`src/rtl/core/pae_pkg.sv`:
```
// Shared types, constants and codes for the percentile auto-exposure core.
`timescale 1ns / 1ps
package pae_pkg;

  // Geometry and limits
  localparam int unsigned MaxWidth    = 4096;
  localparam int unsigned HistBins    = 32;
  localparam int unsigned BinW        = 5;
  localparam int unsigned CountW      = 19;
  localparam int unsigned CumW        = CountW + BinW;
  localparam int unsigned MaxSteps    = 3;
  localparam int unsigned DivW        = 26;
  localparam int unsigned DivisorW    = 13;

  localparam logic [CountW-1:0] CountMax      = 19'h7FFFF;
  localparam logic [12:0]       ExposureReset = 13'h0940;
  localparam logic [7:0]        TargetDefault = 8'd95;
  localparam logic [7:0]        TargetHigh    = 8'd250;
  localparam logic [7:0]        Pedestal      = 8'd16;
  localparam logic [7:0]        DeadBand      = 8'd8;
  localparam logic [9:0]        RatioMin      = 10'd85;
  localparam logic [9:0]        RatioMax      = 10'd768;
  localparam logic [12:0]       ExposureMin   = 13'd8;
  localparam logic [12:0]       ExposureMax   = 13'd5000;
  localparam logic [9:0]        GainCodeMax   = 10'd960;
  localparam logic [12:0]       GainQ8Unity   = 13'd256;
  localparam logic [12:0]       GainQ8Max     = 13'd4096;
  localparam logic [10:0]       GainScale     = 11'd1024;
  localparam logic [DivW-1:0]   GainScaleQ8   = 26'd262144;

  // Configuration register indexes
  localparam logic [1:0] RegAeEnable      = 2'd0;
  localparam logic [1:0] RegTargetLevel   = 2'd1;
  localparam logic [1:0] RegFrameWidth    = 2'd2;
  localparam logic [1:0] RegPreviewActive = 2'd3;

  typedef enum logic [1:0] {
    OP_PIXEL   = 2'd0,
    OP_EOF     = 2'd1,
    OP_MEASURE = 2'd2,
    OP_REINIT  = 2'd3
  } opcode_e;

  typedef enum logic [2:0] {
    ST_UPDATED    = 3'd0,
    ST_DISABLED   = 3'd1,
    ST_STEP_LIMIT = 3'd2,
    ST_DEADBAND   = 3'd3,
    ST_NEGLIGIBLE = 3'd4,
    ST_EMPTY      = 3'd5
  } status_e;

  typedef enum logic [1:0] {
    CMD_STEP   = 2'd0,
    CMD_EMPTY  = 2'd1,
    CMD_REINIT = 2'd2
  } cmd_kind_e;

  typedef enum logic {
    F_RUN  = 1'b0,
    F_SCAN = 1'b1
  } front_state_e;

  typedef enum logic [3:0] {
    B_IDLE  = 4'd0,
    B_RATIO = 4'd1,
    B_GAIN  = 4'd2,
    B_MUL1  = 4'd3,
    B_MUL2  = 4'd4,
    B_DGO   = 4'd5,
    B_DG    = 4'd6,
    B_DC    = 4'd7,
    B_DEC   = 4'd8
  } back_state_e;

  typedef struct packed {
    logic [1:0] opcode;
    logic [7:0] pixel_luma;
    logic [7:0] measured_level;
  } in_beat_t;

  typedef struct packed {
    logic [2:0]  status;
    logic [7:0]  level_used;
    logic [12:0] exposure_value;
    logic [9:0]  gain_value;
    logic        exposure_written;
    logic        gain_written;
  } out_beat_t;

  typedef struct packed {
    logic        ae_enable;
    logic [7:0]  target_level;
    logic [12:0] frame_width;
    logic        preview_active;
  } cfg_t;

  typedef struct packed {
    cmd_kind_e  kind;
    logic [7:0] level;
  } cmd_t;

endpackage

```
`src/rtl/core/pae_front.sv`:
```
// Front end: pixel subsampling into the histogram and the percentile scan.
`timescale 1ns / 1ps
module pae_front (
  input  logic              clk_i,
  input  logic              rst_ni,
  input  pae_pkg::cfg_t     cfg_i,
  input  logic              in_valid_i,
  output logic              in_stall_o,
  input  pae_pkg::in_beat_t in_beat_i,
  input  logic              q_full_i,
  output logic              q_push_o,
  output pae_pkg::cmd_t     q_cmd_o
);
  import pae_pkg::*;

  front_state_e      state_q, state_d;
  logic [CountW-1:0] hist_q [HistBins];
  logic [CountW-1:0] hist_d [HistBins];
  logic [CountW-1:0] count_q, count_d;
  logic [11:0]       col_q, col_d;
  logic [2:0]        phase_q, phase_d;
  logic [BinW-1:0]   idx_q, idx_d;
  logic [CumW-1:0]   cum_q, cum_d;
  logic [CumW-1:0]   cum_sum;
  logic [CountW-1:0] limit_q, limit_d;
  logic              found_q, found_d;
  logic [7:0]        lvl_q, lvl_d;
  logic [12:0]       width;
  logic [12:0]       col_inc;
  logic              accept;
  logic              sample;
  logic [BinW-1:0]   bin;
  logic [CountW+1:0] count3;

  // Clamp the row width to 1..MaxWidth
  always_comb begin
    width = cfg_i.frame_width;
    if (width == 13'd0) width = 13'd1;
    if (width > 13'(MaxWidth)) width = 13'(MaxWidth);
  end

  assign in_stall_o = (state_q == F_SCAN)
                    || (opcode_e'(in_beat_i.opcode) != OP_PIXEL && q_full_i);
  assign accept  = in_valid_i && !in_stall_o;
  assign col_inc = {1'b0, col_q} + 13'd1;
  assign sample  = (phase_q == 3'd0) && (col_q[2:0] == 3'd0);
  assign bin     = in_beat_i.pixel_luma[7:3];
  assign cum_sum = cum_q + CumW'(hist_q[0]);
  assign count3  = {2'b0, count_q} + {1'b0, count_q, 1'b0};

  always_comb begin
    state_d  = state_q;
    hist_d   = hist_q;
    count_d  = count_q;
    col_d    = col_q;
    phase_d  = phase_q;
    idx_d    = idx_q;
    cum_d    = cum_q;
    limit_d  = limit_q;
    found_d  = found_q;
    lvl_d    = lvl_q;
    q_push_o = 1'b0;
    q_cmd_o  = '{kind: CMD_STEP, level: 8'd0};
    case (state_q)
      F_RUN: begin
        if (accept) begin
          case (opcode_e'(in_beat_i.opcode))
            OP_PIXEL: begin
              if (sample) begin
                for (int i = 0; i < HistBins; i++) begin
                  if (bin == BinW'(i) && hist_q[i] != CountMax) hist_d[i] = hist_q[i] + 1'b1;
                end
                if (count_q != CountMax) count_d = count_q + 1'b1;
              end
              if (col_inc >= width) begin
                col_d   = '0;
                phase_d = phase_q + 3'd1;
              end else begin
                col_d = col_inc[11:0];
              end
            end
            OP_EOF: begin
              count_d = '0;
              col_d   = '0;
              phase_d = '0;
              if (count_q == '0) begin
                q_push_o = 1'b1;
                q_cmd_o  = '{kind: CMD_EMPTY, level: 8'd0};
              end else begin
                state_d = F_SCAN;
                idx_d   = '0;
                cum_d   = '0;
                found_d = 1'b0;
                lvl_d   = 8'd255;
                limit_d = count3[CountW+1:2];
              end
            end
            OP_MEASURE: begin
              q_push_o = 1'b1;
              q_cmd_o  = '{kind: CMD_STEP, level: in_beat_i.measured_level};
            end
            default: begin
              q_push_o = 1'b1;
              q_cmd_o  = '{kind: CMD_REINIT, level: 8'd0};
            end
          endcase
        end
      end
      F_SCAN: begin
        // Walk bin 0 out of the shift line; the line empties as it goes
        for (int i = 0; i < HistBins - 1; i++) hist_d[i] = hist_q[i+1];
        hist_d[HistBins-1] = '0;
        cum_d = cum_sum;
        idx_d = idx_q + 1'b1;
        if (!found_q && cum_sum >= CumW'(limit_q)) begin
          found_d = 1'b1;
          lvl_d   = {idx_q, 3'd4};
        end
        if (idx_q == BinW'(HistBins - 1)) begin
          state_d  = F_RUN;
          q_push_o = 1'b1;
          q_cmd_o  = '{kind: CMD_STEP,
                       level: (!found_q && cum_sum >= CumW'(limit_q)) ? {idx_q, 3'd4} : lvl_q};
        end
      end
      default: state_d = F_RUN;
    endcase
  end

  always_ff @(posedge clk_i or negedge rst_ni) begin
    if (!rst_ni) begin
      state_q <= F_RUN;
      count_q <= '0;
      col_q   <= '0;
      phase_q <= '0;
      idx_q   <= '0;
      found_q <= 1'b0;
      for (int i = 0; i < HistBins; i++) hist_q[i] <= '0;
    end else begin
      state_q <= state_d;
      count_q <= count_d;
      col_q   <= col_d;
      phase_q <= phase_d;
      idx_q   <= idx_d;
      found_q <= found_d;
      hist_q  <= hist_d;
    end
  end

  always_ff @(posedge clk_i) begin
    cum_q   <= cum_d;
    limit_q <= limit_d;
    lvl_q   <= lvl_d;
  end

endmodule

```
`src/rtl/core/pae_cmdq.sv`:
```
// Two-entry command queue between the front and back ends.
`timescale 1ns / 1ps
module pae_cmdq (
  input  logic          clk_i,
  input  logic          rst_ni,
  input  logic          push_i,
  input  pae_pkg::cmd_t cmd_i,
  output logic          full_o,
  input  logic          pop_i,
  output logic          avail_o,
  output pae_pkg::cmd_t cmd_o
);
  import pae_pkg::*;

  cmd_t       mem_q [2];
  logic       wr_q, rd_q;
  logic [1:0] cnt_q;

  assign full_o  = (cnt_q == 2'd2);
  assign avail_o = (cnt_q != 2'd0);
  assign cmd_o   = mem_q[rd_q];

  always_ff @(posedge clk_i) begin
    if (push_i) mem_q[wr_q] <= cmd_i;
  end

  always_ff @(posedge clk_i or negedge rst_ni) begin
    if (!rst_ni) begin
      wr_q  <= 1'b0;
      rd_q  <= 1'b0;
      cnt_q <= '0;
    end else begin
      if (push_i) wr_q <= ~wr_q;
      if (pop_i) rd_q <= ~rd_q;
      cnt_q <= cnt_q + {1'b0, push_i} - {1'b0, pop_i};
    end
  end

endmodule

```
`src/rtl/core/pae_div.sv`:
```
// Shared restoring divider, one quotient bit per cycle.
`timescale 1ns / 1ps
module pae_div (
  input  logic                         clk_i,
  input  logic                         rst_ni,
  input  logic                         start_i,
  input  logic [pae_pkg::DivW-1:0]     dividend_i,
  input  logic [pae_pkg::DivisorW-1:0] divisor_i,
  output logic                         done_o,
  output logic [pae_pkg::DivW-1:0]     quot_o
);
  import pae_pkg::*;

  logic                busy_q, done_q;
  logic [4:0]          cnt_q;
  logic [DivisorW-1:0] dvs_q;
  logic [DivisorW-1:0] rem_q;
  logic [DivW-1:0]     quo_q;
  logic [DivisorW:0]   rem_sh;
  logic                ge;

  assign rem_sh = {rem_q, quo_q[DivW-1]};
  assign ge     = rem_sh >= {1'b0, dvs_q};
  assign done_o = done_q;
  assign quot_o = quo_q;

  always_ff @(posedge clk_i or negedge rst_ni) begin
    if (!rst_ni) begin
      busy_q <= 1'b0;
      done_q <= 1'b0;
      cnt_q  <= '0;
    end else begin
      done_q <= 1'b0;
      if (start_i && !busy_q) begin
        busy_q <= 1'b1;
        cnt_q  <= '0;
      end else if (busy_q) begin
        cnt_q <= cnt_q + 5'd1;
        if (cnt_q == 5'(DivW - 1)) begin
          busy_q <= 1'b0;
          done_q <= 1'b1;
        end
      end
    end
  end

  always_ff @(posedge clk_i) begin
    if (start_i && !busy_q) begin
      dvs_q <= divisor_i;
      rem_q <= '0;
      quo_q <= dividend_i;
    end else if (busy_q) begin
      rem_q <= ge ? DivisorW'(rem_sh - {1'b0, dvs_q}) : rem_sh[DivisorW-1:0];
      quo_q <= {quo_q[DivW-2:0], ge};
    end
  end

endmodule

```
`src/rtl/core/pae_back.sv`:
```
// Back end: one damped exposure step per step command, with the result register.
`timescale 1ns / 1ps
module pae_back (
  input  logic               clk_i,
  input  logic               rst_ni,
  input  pae_pkg::cfg_t      cfg_i,
  input  logic               q_avail_i,
  input  pae_pkg::cmd_t      q_cmd_i,
  output logic               q_pop_o,
  output logic               out_valid_o,
  input  logic               out_stall_i,
  output pae_pkg::out_beat_t out_beat_o
);
  import pae_pkg::*;

  back_state_e         state_q, state_d;
  logic [12:0]         exp_q, exp_d;
  logic [9:0]          gain_q, gain_d;
  logic [1:0]          steps_q, steps_d;
  logic [7:0]          level_q, level_d;
  logic [9:0]          ratio_q, ratio_d;
  logic [12:0]         gq8_q, gq8_d;
  logic [16:0]         plines_q, plines_d;
  logic [17:0]         newp_q, newp_d;
  logic [12:0]         newexp_q, newexp_d;
  logic [9:0]          code_q, code_d;
  logic                ovalid_q, ovalid_d;
  out_beat_t           obeat_q, obeat_d;

  logic                slot_free;
  logic [7:0]          target, t_eff, m_eff, lvl;
  logic                in_deadband;
  logic                div_start, div_done;
  logic [DivW-1:0]     div_dividend, div_quot;
  logic [DivisorW-1:0] div_divisor;
  logic [12:0]         gq_clamp;
  logic [25:0]         prod1;
  logic [26:0]         prod2;
  logic [18:0]         newp_raw;
  logic [12:0]         exp_delta;
  logic [9:0]          gain_delta;
  logic [17:0]         delta20;
  logic [10:0]         code_raw;

  pae_div u_div (
    .clk_i,
    .rst_ni,
    .start_i    (div_start),
    .dividend_i (div_dividend),
    .divisor_i  (div_divisor),
    .done_o     (div_done),
    .quot_o     (div_quot)
  );

  assign slot_free = !ovalid_q || !out_stall_i;
  assign lvl       = q_cmd_i.level;

  // Target, pedestal-corrected levels and the deadband window
  always_comb begin
    target = cfg_i.target_level;
    if (target == 8'd0 || target > TargetHigh) target = TargetDefault;
    t_eff = (target > Pedestal) ? target - Pedestal : 8'd2;
    m_eff = (lvl > Pedestal + 8'd2) ? lvl - Pedestal : 8'd2;
    in_deadband = ({1'b0, lvl} + {1'b0, DeadBand} >= {1'b0, target})
               && ({1'b0, lvl} <= {1'b0, target} + {1'b0, DeadBand});
  end

  // Gain Q8 clamp feeding the code division
  always_comb begin
    gq_clamp = 13'(div_quot);
    if (div_quot < DivW'(GainQ8Unity)) gq_clamp = GainQ8Unity;
    if (div_quot > DivW'(GainQ8Max)) gq_clamp = GainQ8Max;
  end

  // Divider operands follow the sequencer state
  always_comb begin
    case (state_q)
      B_IDLE: begin
        div_dividend = DivW'({t_eff, 8'd0});
        div_divisor  = DivisorW'(m_eff);
      end
      B_RATIO: begin
        div_dividend = GainScaleQ8;
        div_divisor  = DivisorW'(GainScale - {1'b0, gain_q});
      end
      B_DGO: begin
        div_dividend = {newp_q, 8'd0};
        div_divisor  = newexp_q;
      end
      default: begin
        div_dividend = GainScaleQ8;
        div_divisor  = gq_clamp;
      end
    endcase
  end

  assign prod1    = exp_q * gq8_q;
  assign prod2    = plines_q * ratio_q;
  assign newp_raw = prod2[26:8];
  assign code_raw = GainScale - 11'(div_quot);
  assign exp_delta  = (newexp_q > exp_q) ? newexp_q - exp_q : exp_q - newexp_q;
  assign gain_delta = (code_q > gain_q) ? code_q - gain_q : gain_q - code_q;
  assign delta20    = (18'(exp_delta) + 18'd1) * 18'd20;

  always_comb begin
    state_d   = state_q;
    exp_d     = exp_q;
    gain_d    = gain_q;
    steps_d   = steps_q;
    level_d   = level_q;
    ratio_d   = ratio_q;
    gq8_d     = gq8_q;
    plines_d  = plines_q;
    newp_d    = newp_q;
    newexp_d  = newexp_q;
    code_d    = code_q;
    ovalid_d  = ovalid_q && out_stall_i;
    obeat_d   = obeat_q;
    q_pop_o   = 1'b0;
    div_start = 1'b0;
    case (state_q)
      B_IDLE: begin
        if (q_avail_i) begin
          case (q_cmd_i.kind)
            CMD_REINIT: begin
              q_pop_o = 1'b1;
              exp_d   = ExposureReset;
              gain_d  = '0;
              steps_d = '0;
            end
            CMD_EMPTY: begin
              if (slot_free) begin
                q_pop_o  = 1'b1;
                ovalid_d = 1'b1;
                obeat_d  = '{ST_EMPTY, 8'd0, exp_q, gain_q, 1'b0, 1'b0};
              end
            end
            default: begin
              if (slot_free) begin
                q_pop_o = 1'b1;
                level_d = lvl;
                if (!cfg_i.ae_enable) begin
                  ovalid_d = 1'b1;
                  obeat_d  = '{ST_DISABLED, lvl, exp_q, gain_q, 1'b0, 1'b0};
                end else if (steps_q >= 2'(MaxSteps) && !cfg_i.preview_active) begin
                  ovalid_d = 1'b1;
                  obeat_d  = '{ST_STEP_LIMIT, lvl, exp_q, gain_q, 1'b0, 1'b0};
                end else if (in_deadband) begin
                  ovalid_d = 1'b1;
                  obeat_d  = '{ST_DEADBAND, lvl, exp_q, gain_q, 1'b0, 1'b0};
                end else begin
                  div_start = 1'b1;
                  state_d   = B_RATIO;
                end
              end
            end
          endcase
        end
      end
      B_RATIO: begin
        if (div_done) begin
          ratio_d = 10'(div_quot);
          if (div_quot < DivW'(RatioMin)) ratio_d = RatioMin;
          if (div_quot > DivW'(RatioMax)) ratio_d = RatioMax;
          div_start = 1'b1;
          state_d   = B_GAIN;
        end
      end
      B_GAIN: begin
        if (div_done) begin
          gq8_d   = 13'(div_quot);
          state_d = B_MUL1;
        end
      end
      B_MUL1: begin
        plines_d = prod1[24:8];
        state_d  = B_MUL2;
      end
      B_MUL2: begin
        newp_d = (newp_raw < 19'(ExposureMin)) ? 18'(ExposureMin) : newp_raw[17:0];
        newexp_d = (newp_raw > 19'(ExposureMax)) ? ExposureMax
                 : (newp_raw < 19'(ExposureMin)) ? ExposureMin : newp_raw[12:0];
        state_d = B_DGO;
      end
      B_DGO: begin
        div_start = 1'b1;
        state_d   = B_DG;
      end
      B_DG: begin
        if (div_done) begin
          div_start = 1'b1;
          state_d   = B_DC;
        end
      end
      B_DC: begin
        if (div_done) begin
          code_d  = (code_raw > 11'(GainCodeMax)) ? GainCodeMax : code_raw[9:0];
          state_d = B_DEC;
        end
      end
      B_DEC: begin
        if (slot_free) begin
          ovalid_d = 1'b1;
          state_d  = B_IDLE;
          if (delta20 <= 18'(exp_q) && gain_delta < 10'd8) begin
            obeat_d = '{ST_NEGLIGIBLE, level_q, exp_q, gain_q, 1'b0, 1'b0};
          end else begin
            obeat_d = '{ST_UPDATED, level_q, newexp_q, code_q,
                        newexp_q != exp_q, code_q != gain_q};
            exp_d   = newexp_q;
            gain_d  = code_q;
            if (steps_q < 2'(MaxSteps)) steps_d = steps_q + 2'd1;
          end
        end
      end
      default: state_d = B_IDLE;
    endcase
  end

  always_ff @(posedge clk_i or negedge rst_ni) begin
    if (!rst_ni) begin
      state_q  <= B_IDLE;
      exp_q    <= ExposureReset;
      gain_q   <= '0;
      steps_q  <= '0;
      ovalid_q <= 1'b0;
    end else begin
      state_q  <= state_d;
      exp_q    <= exp_d;
      gain_q   <= gain_d;
      steps_q  <= steps_d;
      ovalid_q <= ovalid_d;
    end
  end

  always_ff @(posedge clk_i) begin
    level_q  <= level_d;
    ratio_q  <= ratio_d;
    gq8_q    <= gq8_d;
    plines_q <= plines_d;
    newp_q   <= newp_d;
    newexp_q <= newexp_d;
    code_q   <= code_d;
    obeat_q  <= obeat_d;
  end

  assign out_valid_o = ovalid_q;
  assign out_beat_o  = obeat_q;

endmodule

```
`src/rtl/core/percentile_auto_exposure_core.sv`:
```
// Top level of the percentile auto-exposure core.
// Input beats carry an opcode: a pixel, an end of frame, a direct measurement
// or a sensor reinit. Pixel beats are taken one per cycle outside the scan
// below; every 8th pixel of every 8th row lands in a 32-bin luma histogram.
// An end of frame with samples stalls the input while the histogram is
// shifted out to find the 75th-percentile bin, clearing it on the way.
// The front end hands commands to the back end through a two-entry queue, so
// pixels keep flowing while a step is computed.
// A full exposure step makes four passes through the shared divider; disabled,
// step-limit, deadband and empty-frame results are registered in the cycle
// after the command leaves the queue. End of frame and direct measurement each
// give one output beat; pixel and reinit beats give none. A stalled output
// holds its beat; the back end waits and the queue then fills, after which
// non-pixel beats are stalled. Reset restores the register defaults, exposure
// 2368, gain code 0 and an empty histogram. Configuration is to be written
// through cfg_we_i only while idle; the user must keep to this, as the block
// itself does not enforce it.
`timescale 1ns / 1ps
module percentile_auto_exposure_core (
  input  logic               clk_i,
  input  logic               rst_ni,
  input  logic               cfg_we_i,
  input  logic [1:0]         cfg_index_i,
  input  logic [12:0]        cfg_wdata_i,
  input  logic               in_valid_i,
  output logic               in_stall_o,
  input  pae_pkg::in_beat_t  in_beat_i,
  output logic               out_valid_o,
  input  logic               out_stall_i,
  output pae_pkg::out_beat_t out_beat_o
);
  import pae_pkg::*;

  cfg_t cfg_q;
  logic q_full, q_push, q_pop, q_avail;
  cmd_t q_wcmd, q_rcmd;

  // Configuration registers
  always_ff @(posedge clk_i or negedge rst_ni) begin
    if (!rst_ni) begin
      cfg_q <= '{ae_enable: 1'b1, target_level: 8'd0, frame_width: 13'd640,
                 preview_active: 1'b0};
    end else if (cfg_we_i) begin
      case (cfg_index_i)
        RegAeEnable:      cfg_q.ae_enable      <= cfg_wdata_i[0];
        RegTargetLevel:   cfg_q.target_level   <= cfg_wdata_i[7:0];
        RegFrameWidth:    cfg_q.frame_width    <= cfg_wdata_i;
        RegPreviewActive: cfg_q.preview_active <= cfg_wdata_i[0];
        default: ;
      endcase
    end
  end

  pae_front u_front (
    .clk_i,
    .rst_ni,
    .cfg_i      (cfg_q),
    .in_valid_i,
    .in_stall_o,
    .in_beat_i,
    .q_full_i   (q_full),
    .q_push_o   (q_push),
    .q_cmd_o    (q_wcmd)
  );

  pae_cmdq u_cmdq (
    .clk_i,
    .rst_ni,
    .push_i  (q_push),
    .cmd_i   (q_wcmd),
    .full_o  (q_full),
    .pop_i   (q_pop),
    .avail_o (q_avail),
    .cmd_o   (q_rcmd)
  );

  pae_back u_back (
    .clk_i,
    .rst_ni,
    .cfg_i      (cfg_q),
    .q_avail_i  (q_avail),
    .q_cmd_i    (q_rcmd),
    .q_pop_o    (q_pop),
    .out_valid_o,
    .out_stall_i,
    .out_beat_o
  );

  // Gain code never leaves its legal range on a result
  assert property (@(posedge clk_i) disable iff (!rst_ni)
    out_valid_o |-> out_beat_o.gain_value <= GainCodeMax)
    else $error("gain code out of range");

  // Only an updated step may flag register writes
  assert property (@(posedge clk_i) disable iff (!rst_ni)
    out_valid_o && out_beat_o.status != ST_UPDATED
      |-> !out_beat_o.exposure_written && !out_beat_o.gain_written)
    else $error("write flag on a skipped step");

  // An updated step holds exposure within its limits
  assert property (@(posedge clk_i) disable iff (!rst_ni)
    out_valid_o && out_beat_o.status == ST_UPDATED
      |-> out_beat_o.exposure_value >= ExposureMin
          && out_beat_o.exposure_value <= ExposureMax)
    else $error("exposure out of range");

  // Queue never pushed while full unless a pop comes in the same cycle
  assert property (@(posedge clk_i) disable iff (!rst_ni)
    q_push |-> !q_full || q_pop)
    else $error("command queue overflow");

endmodule

```
`config.mk`:
```
export PLATFORM = sky130hd
export DESIGN_NAME = percentile_auto_exposure_core
export DESIGN_NICKNAME = d
export VERILOG_FILES = /design/src/rtl/core/pae_pkg.sv /design/src/rtl/core/pae_front.sv /design/src/rtl/core/pae_cmdq.sv /design/src/rtl/core/pae_div.sv /design/src/rtl/core/pae_back.sv /design/src/rtl/core/percentile_auto_exposure_core.sv
export SDC_FILE = /design/constraint.sdc
export NUM_CORES = 2
export LEC_CHECK = 0
export ABC_CLOCK_PERIOD_IN_PS = 12090
export BUFFER_PORTS_ARGS = -buffer_cell sky130_fd_sc_hd__buf_2
export CAP_MARGIN = 15
export CORE_MARGIN = 2
export CORE_UTILIZATION = 50
export CTS_CLUSTER_SIZE = 24
export DETAILED_ROUTE_END_ITERATION = 8
export PLACE_DENSITY_LB_ADDON = 0.2
export SETUP_SLACK_MARGIN = 0.1
export SYNTH_ARGS = -nofsm -noshare
export SYNTH_HDL_FRONTEND = slang
export SYNTH_SLANG_ARGS = --single-unit
export TNS_END_PERCENT = 20
```
`constraint.sdc`:
```
create_clock -name clk_i -period 12.09 [get_ports clk_i]
set_clock_uncertainty 0.2 [all_clocks]
set_input_delay 0.6045 -clock clk_i [delete_from_list [all_inputs] [get_ports clk_i]]
set_output_delay 0.6045 -clock clk_i [all_outputs]
set_load 0.01 [all_outputs]
```
==> flow_summary.ini <==
[synthesis]
synth_top_cell_by_area = dfrtp_1
synth_warnings = 0
syn_area_sq_um = 64400
async_flop_share = 0.7419
synth_edf_count = 235
yosysSeqAreaShare = 0.3908
ys.flop_type = dfrtp_1
synth.avg_cell_area_sq_um = 9.178
synthTopCellsByArea = dfrtp_1, edfxtp_1, fa_1
yosysTopAreaCellShare = 0.2747
syn-instance-count = 7017
ys_ff_latch = 961
synth_nets = 7661
yosysUniqueCellTypes = 90

[timing]
maxSlewHeadroom = 0.2498
finalSetupViolCount = 0
min_period_ns = 9.899
fin_crit_sh = 0.8188
rsz0062_at_grt = false
slew_violations = 0
tns_ns = 0
worst-slew-pin-transition_ns = 1.121
setup_ws_ns = 2.191
fmax_mhz = 101.0
final_hold_viol_count = 0

[power_and_ir_drop]
powerDensity_nw_per_um2 = 238.5
power_frac_comb = 0.522
p_sw_frac = 0.4366
p_leak_nw = 30.43
intPower_mw = 9.408
p_sw_mw = 7.291
power_frac_seq = 0.279
vdd_drop_max_mv = 0.7912
clkPwrFrac = 0.199

[finish]
area_growth_pct = 8.741
final_area_sq_um = 70030
finalNetCount = 7631
diodes = 0
fin_cells = 8740
layout-drive-gt1-share = 0.05270

[detailed_routing]
wl_per_cell_microns = 17.62
ant_nets = 0
dr_total_vias = 48570
firstDrtPassIters = 6
drc = 0
routed_wl_mm = 154.0
drt-initial-drc-count = 3580
vias_per_cell = 5.557

[setup_path]
timing.rr.start = u_back.exp_q[4]
r2r_slack_ns = 2.19
critPathSlowestCell = o21ai_4
critPathTopFamily = compound AO/OA/AOI/OAI gates
critPathArrivalTime_ns = 10.34
path_class = reg2reg
worstSetupStartpoint = u_back.exp_q[4]
cp_common_cell = ha_1
max_stage_delay_ns = 0.91
crit_buf_inv = 0
crit_path_start_kind = flop
end_kind = flop
cp_max_fo = 25
cp.required_ns = 12.53

[worst_hold_path]
hold_path.class = in2reg
min_from = in_beat_i[7]

[clock_tree]
cts.clk_slew.worst_paths_ns = 0.07
cts-root-buf = clkbuf_16
htreeDepth = 3
cts_buffers = 108
cts_buffer_depth = 3
clkLatencyLatePin_ns = 0.73
cts.sink_count = 961
cts_tree = done

[placed_design]
io_buffers = 72
dpl.cell_count = 8517
dp_hpwl_mm = 111.0
place_ws_ns = 2.393
gp_congestion = 0.8896
placed_area_sq_um = 66190

[floorplanning]
die_width_microns = 362.9
core_area_sq_um = 127700
die_area_sq_um = 131700
num_rows = 131
die_h_microns = 362.9
io_pins = 76
initial_utilization = 0.5044

[job]
maxCapViolCount = 0

[global_routing]
antenna_found_initial = 4
grt_overflow = 0
grt.total_usage = 0.2353
grt_pass1_wl_mm = 254.6
grt_pass1_vias = 47800
grt_start_max_net_pins = 258

[status]
outcome = complete, no violations
## cells in the final DEF (no fill, tap or decap), types with 26 or more instances in the layout
master and n:
a211oi_1 35, a21o_1 77, a21oi_1 151, a31oi_1 30
and2_1 198, and3_1 142, and4_1 40, buf_2 71
buf_4 51, clkbuf_1 34, clkbuf_16 114, clkbuf_8 26
dfrtp_1 706, edfxtp_1 235, fa_1 242, ha_1 364
inv_1 446, mux2_2 32, mux2i_1 103, nand2_1 1271
nand2b_1 46, nand3_1 264, nand4_1 136, nor2_1 333
nor2b_1 57, nor3_1 97, nor4_1 29, o21a_1 38
o21ai_0 693, xnor2_1 275, xor2_1 411
## metal layers
| metal | wire (microns) | global-route usage | up-vias |
|---|---|---|---|
| met3 | 5416 | 0.02495 | 233 |
| met4 | 3686 | 0.06566 | 8 |
| met5 | 50 | 0 | - |
| met2 | 72000 | 0.3807 | 827 |
| li1 | - | - | 23730 |
| met1 | 72890 | 0.3355 | 23770 |
## through the flow
stage / total power [mW] / hold WS (ns) / utilization
floorplan: 10.90 / 0.1089 / -
global placement: 13.27 / 0.2640 / 0.5184
detailed placement: 13.37 / 0.2667 / 0.5184
CTS: 16.82 / 0.0001344 / 0.5482
global route: 18.02 / 0.07769 / 0.5485
finish: 16.70 / 0.07031 / 0.5485
## layout make-up
| class | instances | area [sq um] |
|---|---|---|
| clock buffers | 174 | 3338 |
| clock inverters | 27 | 259.0 |
| fillers | 11470 | 57660 |
| inverters | 447 | 1678 |
| multi-input cells | 5321 | 36450 |
| flip-flops and latches | 961 | 25170 |
| well taps | 1662 | 2079 |
| repair buffers | 148 | 1051 |
## power groups by stage
stage	registers (mW)	clock network, mW	logic (mW)
6_report	4.66	3.33	8.71
3_3_place_gp	4.70	0	8.57
4_1_cts	4.65	3.41	8.76
3_5_place_dp	4.70	0	8.66
2_1_floorplan	4.46	0	6.44
5_1_grt	4.73	3.53	9.77
## final timing paths
check / to / cells after the start
worst max-delay path: u_back.exp_q[2] / 29
worst min-delay path: u_cmdq.mem_q[0][7] / 3
worst max register to register: u_back.exp_q[2] / 29
worst min register to register: u_front.found_q / 1
max in group asynchronous: u_front.hist_q[182] / 5
min in group asynchronous: u_front.count_q[8] / 2
## cell families after synthesis
logic type / count (synthesis) / share of synthesized area
and+or+nand+nor: 2700 / 0.1961
AOI/OAI and AO/OA: 1194 / 0.1087
DFF: 961 / 0.3908
buffers and inverters: 735 / 0.04356
xor gates and xnor gates: 686 / 0.09330
adders and majority gates: 606 / 0.1459
muxes: 135 / 0.02160
## flip-flops by register name, summed over array words and instances (netlist names), 17 cells and up
register / cells
u_front.hist_q: 608
u_back.u_div.quot_o: 26
u_back.out_beat_o: 36
u_cmdq.mem_q: 20
u_back.newp_q: 18
u_front.limit_q: 19
u_front.count_q: 19
cfg_q: 23
u_back.plines_q: 17
u_front.cum_q: 24
## synthesized netlist by cell type (9+ instances only)
cell type	number
a311oi_1	10
or2_2	21
nand4_1	136
clkbuf_1	268
nor2b_1	57
nor3b_1	9
or4_1	9
nor3_1	99
ha_1	364
xnor2_1	275
and3_1	142
nand3b_1	9
nand2_1	1271
o211ai_1	17
o21ai_0	693
nand3_1	264
and4_1	40
edfxtp_1	235
inv_1	446
xor2_1	411
a211oi_1	35
nor4_1	30
o21bai_1	14
o31ai_1	18
dfrtp_1	707
dfxtp_1	13
o21a_1	38
a21oi_1	151
nand2b_1	46
mux2i_1	103
or3_1	18
a221oi_1	13
a21o_1	77
mux2_2	32
nor2_1	334
and2_1	198
a31oi_1	30
a32o_1	12
fa_1	242
## worst register-to-register path, delay by kind of cell (launching register included)
family	cells	cell delay (ns)
AO/OA/AOI/OAI	16	4.76
AND/OR/NAND/NOR	6	1.98
adder cells (fa/ha/maj)	4	1.33
flip-flops	1	0.75
XOR/XNOR	2	0.45
multiplexers	1	0.34
## repair_timing
| action | in CTS | in global routing |
|---|---|---|
| gates resized for setup | 0 | 0 |
| endpoints found under the hold margin | 79 | 0 |
| buffers inserted | 0 | 0 |
| hold buffers | 21 | 0 |
| setup endpoints to repair | 0 | 0 |
(Power assumes the default switching activity.)
